$ cat src/hw/rtl/rar_pkg.sv
// Package: payload types and opcodes for the fraction arithmetic block.
`timescale 1ns / 1ps
`default_nettype none
package rar_pkg;
    localparam int unsigned OpW = 16;

    typedef enum logic [1:0] {
        FUNC_ADD = 2'd0,
        FUNC_SUB = 2'd1,
        FUNC_MUL = 2'd2,
        FUNC_DIV = 2'd3
    } t_func;

    typedef struct packed {
        logic [1:0]              func;
        logic signed [OpW-1:0]   first_numerator;
        logic [OpW-2:0]          first_denominator;
        logic signed [OpW-1:0]   second_numerator;
        logic [OpW-2:0]          second_denominator;
    } t_in;

    typedef struct packed {
        logic signed [2*OpW-1:0] result_numerator;
        logic [2*OpW-2:0]        result_denominator;
        logic                    status;
    } t_out;
endpackage
`default_nettype wire

$ cat src/hw/rtl/rar_divu.sv
// Bit-serial unsigned restoring divider: quotient and remainder, one bit per cycle.
`timescale 1ns / 1ps
`default_nettype none
module rar_divu #(
    parameter int W = 32
) (
    input  wire logic         i_clk,
    input  wire logic         i_rst_n,
    input  wire logic         i_start,
    input  wire logic [W-1:0] i_dividend,
    input  wire logic [W-1:0] i_divisor,
    output logic              o_done,
    output logic [W-1:0]      o_quot,
    output logic [W-1:0]      o_rem
);
    localparam int CW = $clog2(W + 1);

    logic [W-1:0]  r_q, r_d;
    logic [W:0]    r_r;
    logic [CW-1:0] r_cnt;
    logic          r_busy, r_done;
    logic [W:0]    n_sh, n_diff;

    assign n_sh   = {r_r[W-1:0], r_q[W-1]};
    assign n_diff = n_sh - {1'b0, r_d};

    always_ff @(posedge i_clk) begin
        if (!i_rst_n) begin
            r_busy <= 1'b0;
            r_done <= 1'b0;
            r_cnt  <= '0;
        end else begin
            r_done <= 1'b0;
            if (i_start) begin
                r_busy <= 1'b1;
                r_cnt  <= CW'(W);
                r_q    <= i_dividend;
                r_d    <= i_divisor;
                r_r    <= '0;
            end else if (r_busy) begin
                if (n_diff[W]) begin
                    r_r <= n_sh;
                    r_q <= {r_q[W-2:0], 1'b0};
                end else begin
                    r_r <= n_diff;
                    r_q <= {r_q[W-2:0], 1'b1};
                end
                r_cnt <= r_cnt - 1'b1;
                if (r_cnt == CW'(1)) begin
                    r_busy <= 1'b0;
                    r_done <= 1'b1;
                end
            end
        end
    end

    assign o_done = r_done;
    assign o_quot = r_q;
    assign o_rem  = r_r[W-1:0];
endmodule
`default_nettype wire

$ cat src/hw/rtl/rational_arith_reduce_top.sv
// Top level: fraction add/sub/mul/div with gcd reduction to lowest terms.
//
//  channel | ports                      | handshake
//  in      | i_start, i_in, o_busy      | transfer when i_start && !o_busy
//  out     | o_valid, o_out             | one-cycle strobe, no back-pressure
//
// One shared bit-serial divider computes each Euclid remainder of the gcd and
// both final quotients; each use takes a start state (S_*_GO) and a wait state
// (S_*_WAIT) until its done pulse. Zero or error results strobe from S_FORM
// without using the divider. Reset is synchronous; o_busy stays high from
// acceptance until the result strobe, during which the next item can transfer.
`timescale 1ns / 1ps
`default_nettype none
module rational_arith_reduce_top (
    input  wire logic         i_clk,
    input  wire logic         i_rst_n,
    input  wire logic         i_start,
    input  wire rar_pkg::t_in i_in,
    output logic              o_busy,
    output logic              o_valid,
    output rar_pkg::t_out     o_out
);
    localparam int OW = rar_pkg::OpW;
    localparam int W  = 2 * OW;

    typedef enum logic [3:0] {
        S_IDLE, S_MUL1, S_MUL2, S_FORM, S_GCD_GO, S_GCD_WAIT,
        S_DN_GO, S_DN_WAIT, S_DD_GO, S_DD_WAIT, S_OUT
    } t_state;

    t_state r_state;
    logic [1:0]            r_func;
    logic signed [OW-1:0]  r_n1, r_n2;
    logic [OW-2:0]         r_d1, r_d2;
    logic signed [W:0]     r_p1, r_p2, r_den;
    logic signed [W+1:0]   r_num;
    logic [W-1:0]          r_mag, r_dmag, r_a, r_b, r_g, r_qn;
    logic                  r_neg;
    logic                  dv_start, dv_done;
    logic [W-1:0]          dv_a, dv_b, dv_q, dv_r;
    logic signed [W+1:0]   n_num;
    logic signed [W:0]     n_den;
    logic signed [OW:0]    sd1, sd2;

    rar_divu #(.W(W)) u_div (
        .i_clk(i_clk), .i_rst_n(i_rst_n), .i_start(dv_start),
        .i_dividend(dv_a), .i_divisor(dv_b),
        .o_done(dv_done), .o_quot(dv_q), .o_rem(dv_r)
    );

    assign sd1 = $signed({2'b00, r_d1});
    assign sd2 = $signed({2'b00, r_d2});

    always_comb begin
        dv_start = (r_state == S_GCD_GO) || (r_state == S_DN_GO)
                || (r_state == S_DD_GO);
        dv_a = r_a;
        dv_b = r_b;
        if (r_state == S_DN_GO) begin
            dv_a = r_mag;
            dv_b = r_g;
        end else if (r_state == S_DD_GO) begin
            dv_a = r_dmag;
            dv_b = r_g;
        end
        case (r_func)
            rar_pkg::FUNC_ADD: n_num = (W+2)'(r_p1) + (W+2)'(r_p2);
            rar_pkg::FUNC_SUB: n_num = (W+2)'(r_p1) - (W+2)'(r_p2);
            default:           n_num = (W+2)'(r_p1);
        endcase
        n_den = r_den;
    end

    always_ff @(posedge i_clk) begin
        if (!i_rst_n) begin
            r_state <= S_IDLE;
            o_valid <= 1'b0;
        end else begin
            o_valid <= 1'b0;
            case (r_state)
                S_IDLE: if (i_start) begin
                    r_func  <= i_in.func;
                    r_n1    <= OW'(i_in.first_numerator);
                    r_d1    <= (OW-1)'(i_in.first_denominator);
                    r_n2    <= OW'(i_in.second_numerator);
                    r_d2    <= (OW-1)'(i_in.second_denominator);
                    r_state <= S_MUL1;
                end
                S_MUL1: begin
                    // numerator product r_p1 and denominator product r_den; r_p2 follows in S_MUL2
                    if (r_func == rar_pkg::FUNC_MUL) r_p1 <= (W+1)'(r_n1 * r_n2);
                    else                             r_p1 <= (W+1)'(r_n1 * sd2);
                    if (r_func == rar_pkg::FUNC_DIV) r_den <= (W+1)'(sd1 * r_n2);
                    else                             r_den <= (W+1)'(sd1 * sd2);
                    r_state <= S_MUL2;
                end
                S_MUL2: begin
                    r_p2    <= (W+1)'(r_n2 * sd1);
                    r_state <= S_FORM;
                end
                S_FORM: begin
                    if (n_den == '0) begin
                        o_out   <= '{result_numerator: '0, result_denominator: '0,
                                     status: 1'b1};
                        o_valid <= 1'b1;
                        r_state <= S_IDLE;
                    end else begin
                        r_num <= n_den[W] ? -n_num : n_num;
                        r_dmag <= W'(n_den[W] ? -n_den : n_den);
                        if (n_num == '0) begin
                            o_out   <= '{result_numerator: '0,
                                         result_denominator: (W-1)'(1), status: 1'b0};
                            o_valid <= 1'b1;
                            r_state <= S_IDLE;
                        end else begin
                            r_state <= S_OUT;
                        end
                    end
                end
                S_OUT: begin
                    r_neg   <= r_num[W+1];
                    r_mag   <= W'(r_num[W+1] ? -r_num : r_num);
                    r_a     <= W'(r_num[W+1] ? -r_num : r_num);
                    r_b     <= r_dmag;
                    r_state <= S_GCD_GO;
                end
                S_GCD_GO: r_state <= S_GCD_WAIT;
                S_GCD_WAIT: if (dv_done) begin
                    if (dv_r == '0) begin
                        r_g     <= r_b;
                        r_state <= S_DN_GO;
                    end else begin
                        r_a     <= r_b;
                        r_b     <= dv_r;
                        r_state <= S_GCD_GO;
                    end
                end
                S_DN_GO:   r_state <= S_DN_WAIT;
                S_DN_WAIT: if (dv_done) begin
                    r_qn    <= dv_q;
                    r_state <= S_DD_GO;
                end
                S_DD_GO:   r_state <= S_DD_WAIT;
                S_DD_WAIT: if (dv_done) begin
                    o_out.result_numerator   <= W'(r_neg ? -r_qn : r_qn);
                    o_out.result_denominator <= (W-1)'(dv_q);
                    o_out.status             <= 1'b0;
                    o_valid <= 1'b1;
                    r_state <= S_IDLE;
                end
                default: r_state <= S_IDLE;
            endcase
        end
    end

    assign o_busy = (r_state != S_IDLE);
endmodule
`default_nettype wire

$ cat config.mk
export PLATFORM = sky130hd
export DESIGN_NAME = rational_arith_reduce_top
export DESIGN_NICKNAME = d
export VERILOG_FILES = /design/src/hw/rtl/rar_pkg.sv /design/src/hw/rtl/rar_divu.sv /design/src/hw/rtl/rational_arith_reduce_top.sv
export SDC_FILE = /design/constraint.sdc
export NUM_CORES = 2
export LEC_CHECK = 0
export BUFFER_PORTS_ARGS = -buffer_cell sky130_fd_sc_hd__buf_4
export CAP_MARGIN = 5
export CORE_MARGIN = 8
export CORE_UTILIZATION = 60
export CTS_BUF_LIST = sky130_fd_sc_hd__clkbuf_16
export CTS_CLUSTER_SIZE = 16
export DETAILED_ROUTE_END_ITERATION = 16
export PLACE_DENSITY = 0.88
export SYNTH_ARGS = -nofsm -noshare
export SYNTH_HDL_FRONTEND = slang
export SYNTH_SLANG_ARGS = --single-unit
$ cat constraint.sdc
create_clock -name i_clk -period 18.15 [get_ports i_clk]
set_clock_uncertainty 0.15 [all_clocks]
set_input_delay 0.9075 -clock i_clk [delete_from_list [all_inputs] [get_ports i_clk]]
set_output_delay 0.9075 -clock i_clk [all_outputs]
set_load 0.02 [all_outputs]
==> results.json <==
{
  "via_count": 45960,
  "synth.avg_cell_area_sq_um": 10.1,
  "core_area_sq_um": 106000,
  "criticalPathCategory": "reg2reg",
  "outcome": "finished, final reports clean",
  "clk_path_buf_depth": 3,
  "grt_pass1_vias": 48717,
  "ant_nets": 0,
  "grt_pass1_wl_um": 259000,
  "die_x_um": 342,
  "antenna_found_initial": 5,
  "slew_viol_final": 0,
  "row_count": 119,
  "hold_depth": 1,
  "drcViolationCount": 0,
  "ff2ff_path_depth": 21,
  "cts_hold_buf": 0,
  "fin_setup_tns_ps": 0,
  "hpwlAfterDp_um": 124000,
  "yosysTopAreaCell": "fa_1",
  "syn_inst": 6319,
  "max_freq_mhz": 125,
  "finalCritPeriodShare_pct": 44.1,
  "avgRoutedWirePerCell_um": 21.2,
  "synth_warnings": 0,
  "synth_top_area_share_pct": 28.9,
  "fin_crit_ps": 8010,
  "root_buffer": "clkbuf_16",
  "startpoint_type": "flop",
  "max-cap-violations": 0,
  "seqCellArea_sq_um": 16700,
  "cts_buffers": 58,
  "wirelength_um": 164000,
  "crit-reg2reg-launch": "r_n2[2]$_DFFE_PP_",
  "die_h_um": 342,
  "clk_latency_ps": 690,
  "vias_per_cell": 5.93,
  "synth_seq_cells": 559,
  "cts_sinks": 559,
  "r2r-end": "r_p1[31]$_DFFE_PP_",
  "multi_input_area_sq_um": 42200,
  "grt_start_max_net_pins": 69,
  "min_path_type": "in2reg",
  "async_reset_ff_share_pct": 0,
  "area_growth_syn_to_layout_pct": 6.59,
  "post_cts_resized": 0,
  "ys_types": 89,
  "design.die.area_sq_um": 117000,
  "synth.yosys.seq_area_share_pct": 26.0,
  "endpoint_kind": "flop",
  "holdPathEnd": "r_n1[5]$_DFFE_PP_",
  "critPathArrivalTime_ps": 8240,
  "clk_pin_slew_worst_paths_ps": 90,
  "overflow": 0,
  "io_pins": 133,
  "grt_usage_pct": 28.0,
  "n_fill_cell": 7627,
  "reg2reg_slack_ps": 10140,
  "synth_area_leaders": "fa_1 (29%), edfxtp_1 (26%), ha_1 (8.1%), inv_1 (6.4%), and2_1 (4.9%)",
  "cts_tree": "built",
  "worstMarginPinSlew_ps": 1210,
  "crit_required_ps": 18380,
  "synth_area_sq_um": 63900,
  "synth_edf_count": 546,
  "drtIter0Drc": 4103,
  "synth_flop_cell": "edfxtp_1",
  "initial_core_util_pct": 60.6,
  "gp_congestion": 0.987,
  "post_cts_buffers": 0,
  "cts_max_level": 2,
  "drive_gt1_share_pct": 7.30,
  "crit_fanout": 31,
  "nets": 7710,
  "portBuffers": 132,
  "dr.pass1.iters": 9,
  "report.final.setup_viol": 0,
  "hold_viol": 0,
  "relSlewSlack_pct": 18.0,
  "rsz0062_at_grt": "false",
  "synth_nets": 7721,
  "min-delay-start": "i_in[51]"
}
-- Yosys cell counts (all sizes together) (28+ instances only) --
master and count:
mux2i 78, xor2 111, o31ai 45, a21o 87
clkbuf 255, fa 923, a21oi 195, nand2b 41
ha 412, edfxtp 546, and2 498, nor3 54
nor2 257, inv 1091, nand2 706, xnor2 210
and3 54, o21ai 188, nand3 51, mux2 102
or3 28, nor2b 29
-- layout by cell type (no fill, tap or decap), types with 78 or more instances in the layout --
master	synthesis	layout
o21ai_0	180	180
xnor2_1	210	210
and2_1	496	496
inv_1	1088	1095
a21o_1	86	86
fa_1	923	923
mux2i_1	78	78
buf_4	0	209
nor2_1	256	250
xor2_1	111	111
mux2_2	102	102
ha_1	412	412
edfxtp_1	546	546
a21oi_1	195	194
nand2_1	706	705
-- critical path, stage by stage, from the launching register on --
cell and delay (ps):
edfxtp_1 1120, nand2_1 210, inv_1 180, fa_1 580, fa_1 990, fa_1 560
fa_1 510, fa_1 490, inv_1 50, fa_1 470, inv_1 40, ha_1 350
a21o_1 200, a21o_1 170, a21oi_1 150, o21ai_0 100, a31oi_1 220, o21ai_0 220
a2111o_1 460, a31oi_1 230, xnor2_1 150, o21ai_0 110
-- state kept, by name (all words and copies together) (netlist names), 2 cells and up --
register and flops:
r_qn 32, r_p2 32, r_d2 15, r_n1 16, u_div.r_r 32, r_n2 16
u_div.r_cnt 6, n_den 32, r_a 32, u_div.o_quot 32, r_dmag 32, r_p1 32
r_state 4, r_d1 15, r_b 32, o_out 64, r_mag 32, r_func 2
u_div.r_d 32, r_num 33, r_g 32
-- how the worst max path moves through the flow --
| stage | from | endpoint | cells past startpoint | slack, ps |
|---|---|---|---|---|
| 3_3_place_gp | r_n2[2]$_DFFE_PP_ | r_p1[31]$_DFFE_PP_ | 21 | 10590 |
| 3_5_place_dp | r_n2[2]$_DFFE_PP_ | r_p1[31]$_DFFE_PP_ | 21 | 10260 |
| 2_1_floorplan | r_func[1]$_DFFE_PP_ | o_out[0]$_SDFFCE_PP0P_ | 21 | 9360 |
| 5_1_grt | r_n2[4]$_DFFE_PP_ | r_p1[31]$_DFFE_PP_ | 21 | 9860 |
| 4_1_cts | r_n2[2]$_DFFE_PP_ | r_p1[31]$_DFFE_PP_ | 21 | 10210 |
| 6_report | r_n2[2]$_DFFE_PP_ | r_p1[31]$_DFFE_PP_ | 21 | 10140 |
-- cell families (layout without fill, tap and decap cells) --
group           count (synthesis)  in the layout  share of synthesized area (%)
simple gates                 1836           1836                           14.2
buf+inv                      1372           1410                           8.11
fa+ha+maj                    1335           1335                           37.0
compound gates                716            716                           7.22
flops                         559            559                           26.0
xor+xnor                      321            321                           4.40
mux                           180            180                           3.02
other cells                     0              3                              0
-- final cells by class --
cell class,instances,area share (%)
Inverter,1092,6.01
Clock inverter,50,0.633
Clock buffer,59,2.17
Timing Repair Buffer,209,2.30
Sequential cell,559,24.4
Tap cell,1391,2.55
Antenna cell,3,0.0110
Multi-Input combinational cell,4388,61.9
-- layer usage --
layer  wire length, um  vias to the layer above  GRT usage [%]
met5                39                        -              0
met4             11300                        6           16.2
met3             16200                      629           6.35
met2             77600                     2486           46.7
met1             59000                    22610           33.4
li1                  -                    20229              -
-- metrics by stage --
| step | utilization [%] | hold WS [ps] | instance area, sq um | instances | setup slack (ps) |
|---|---|---|---|---|---|
| 2_1_floorplan | - | 290 | 63900 | 6319 | 9360 |
| 3_3_place_gp | 62.7 | 306 | 66200 | 7639 | 10590 |
| 3_5_place_dp | 62.7 | 309 | 66200 | 7639 | 10260 |
| 4_1_cts | 64.6 | 200 | 68100 | 7748 | 10210 |
| 5_1_grt | 64.6 | 223 | 68100 | 7748 | 9860 |
| 6_report | 64.6 | 235 | 68200 | 7751 | 10140 |
Power is not shown: default switching activity piles up to over one toggle a cycle in this logic, so the estimate is an artifact.
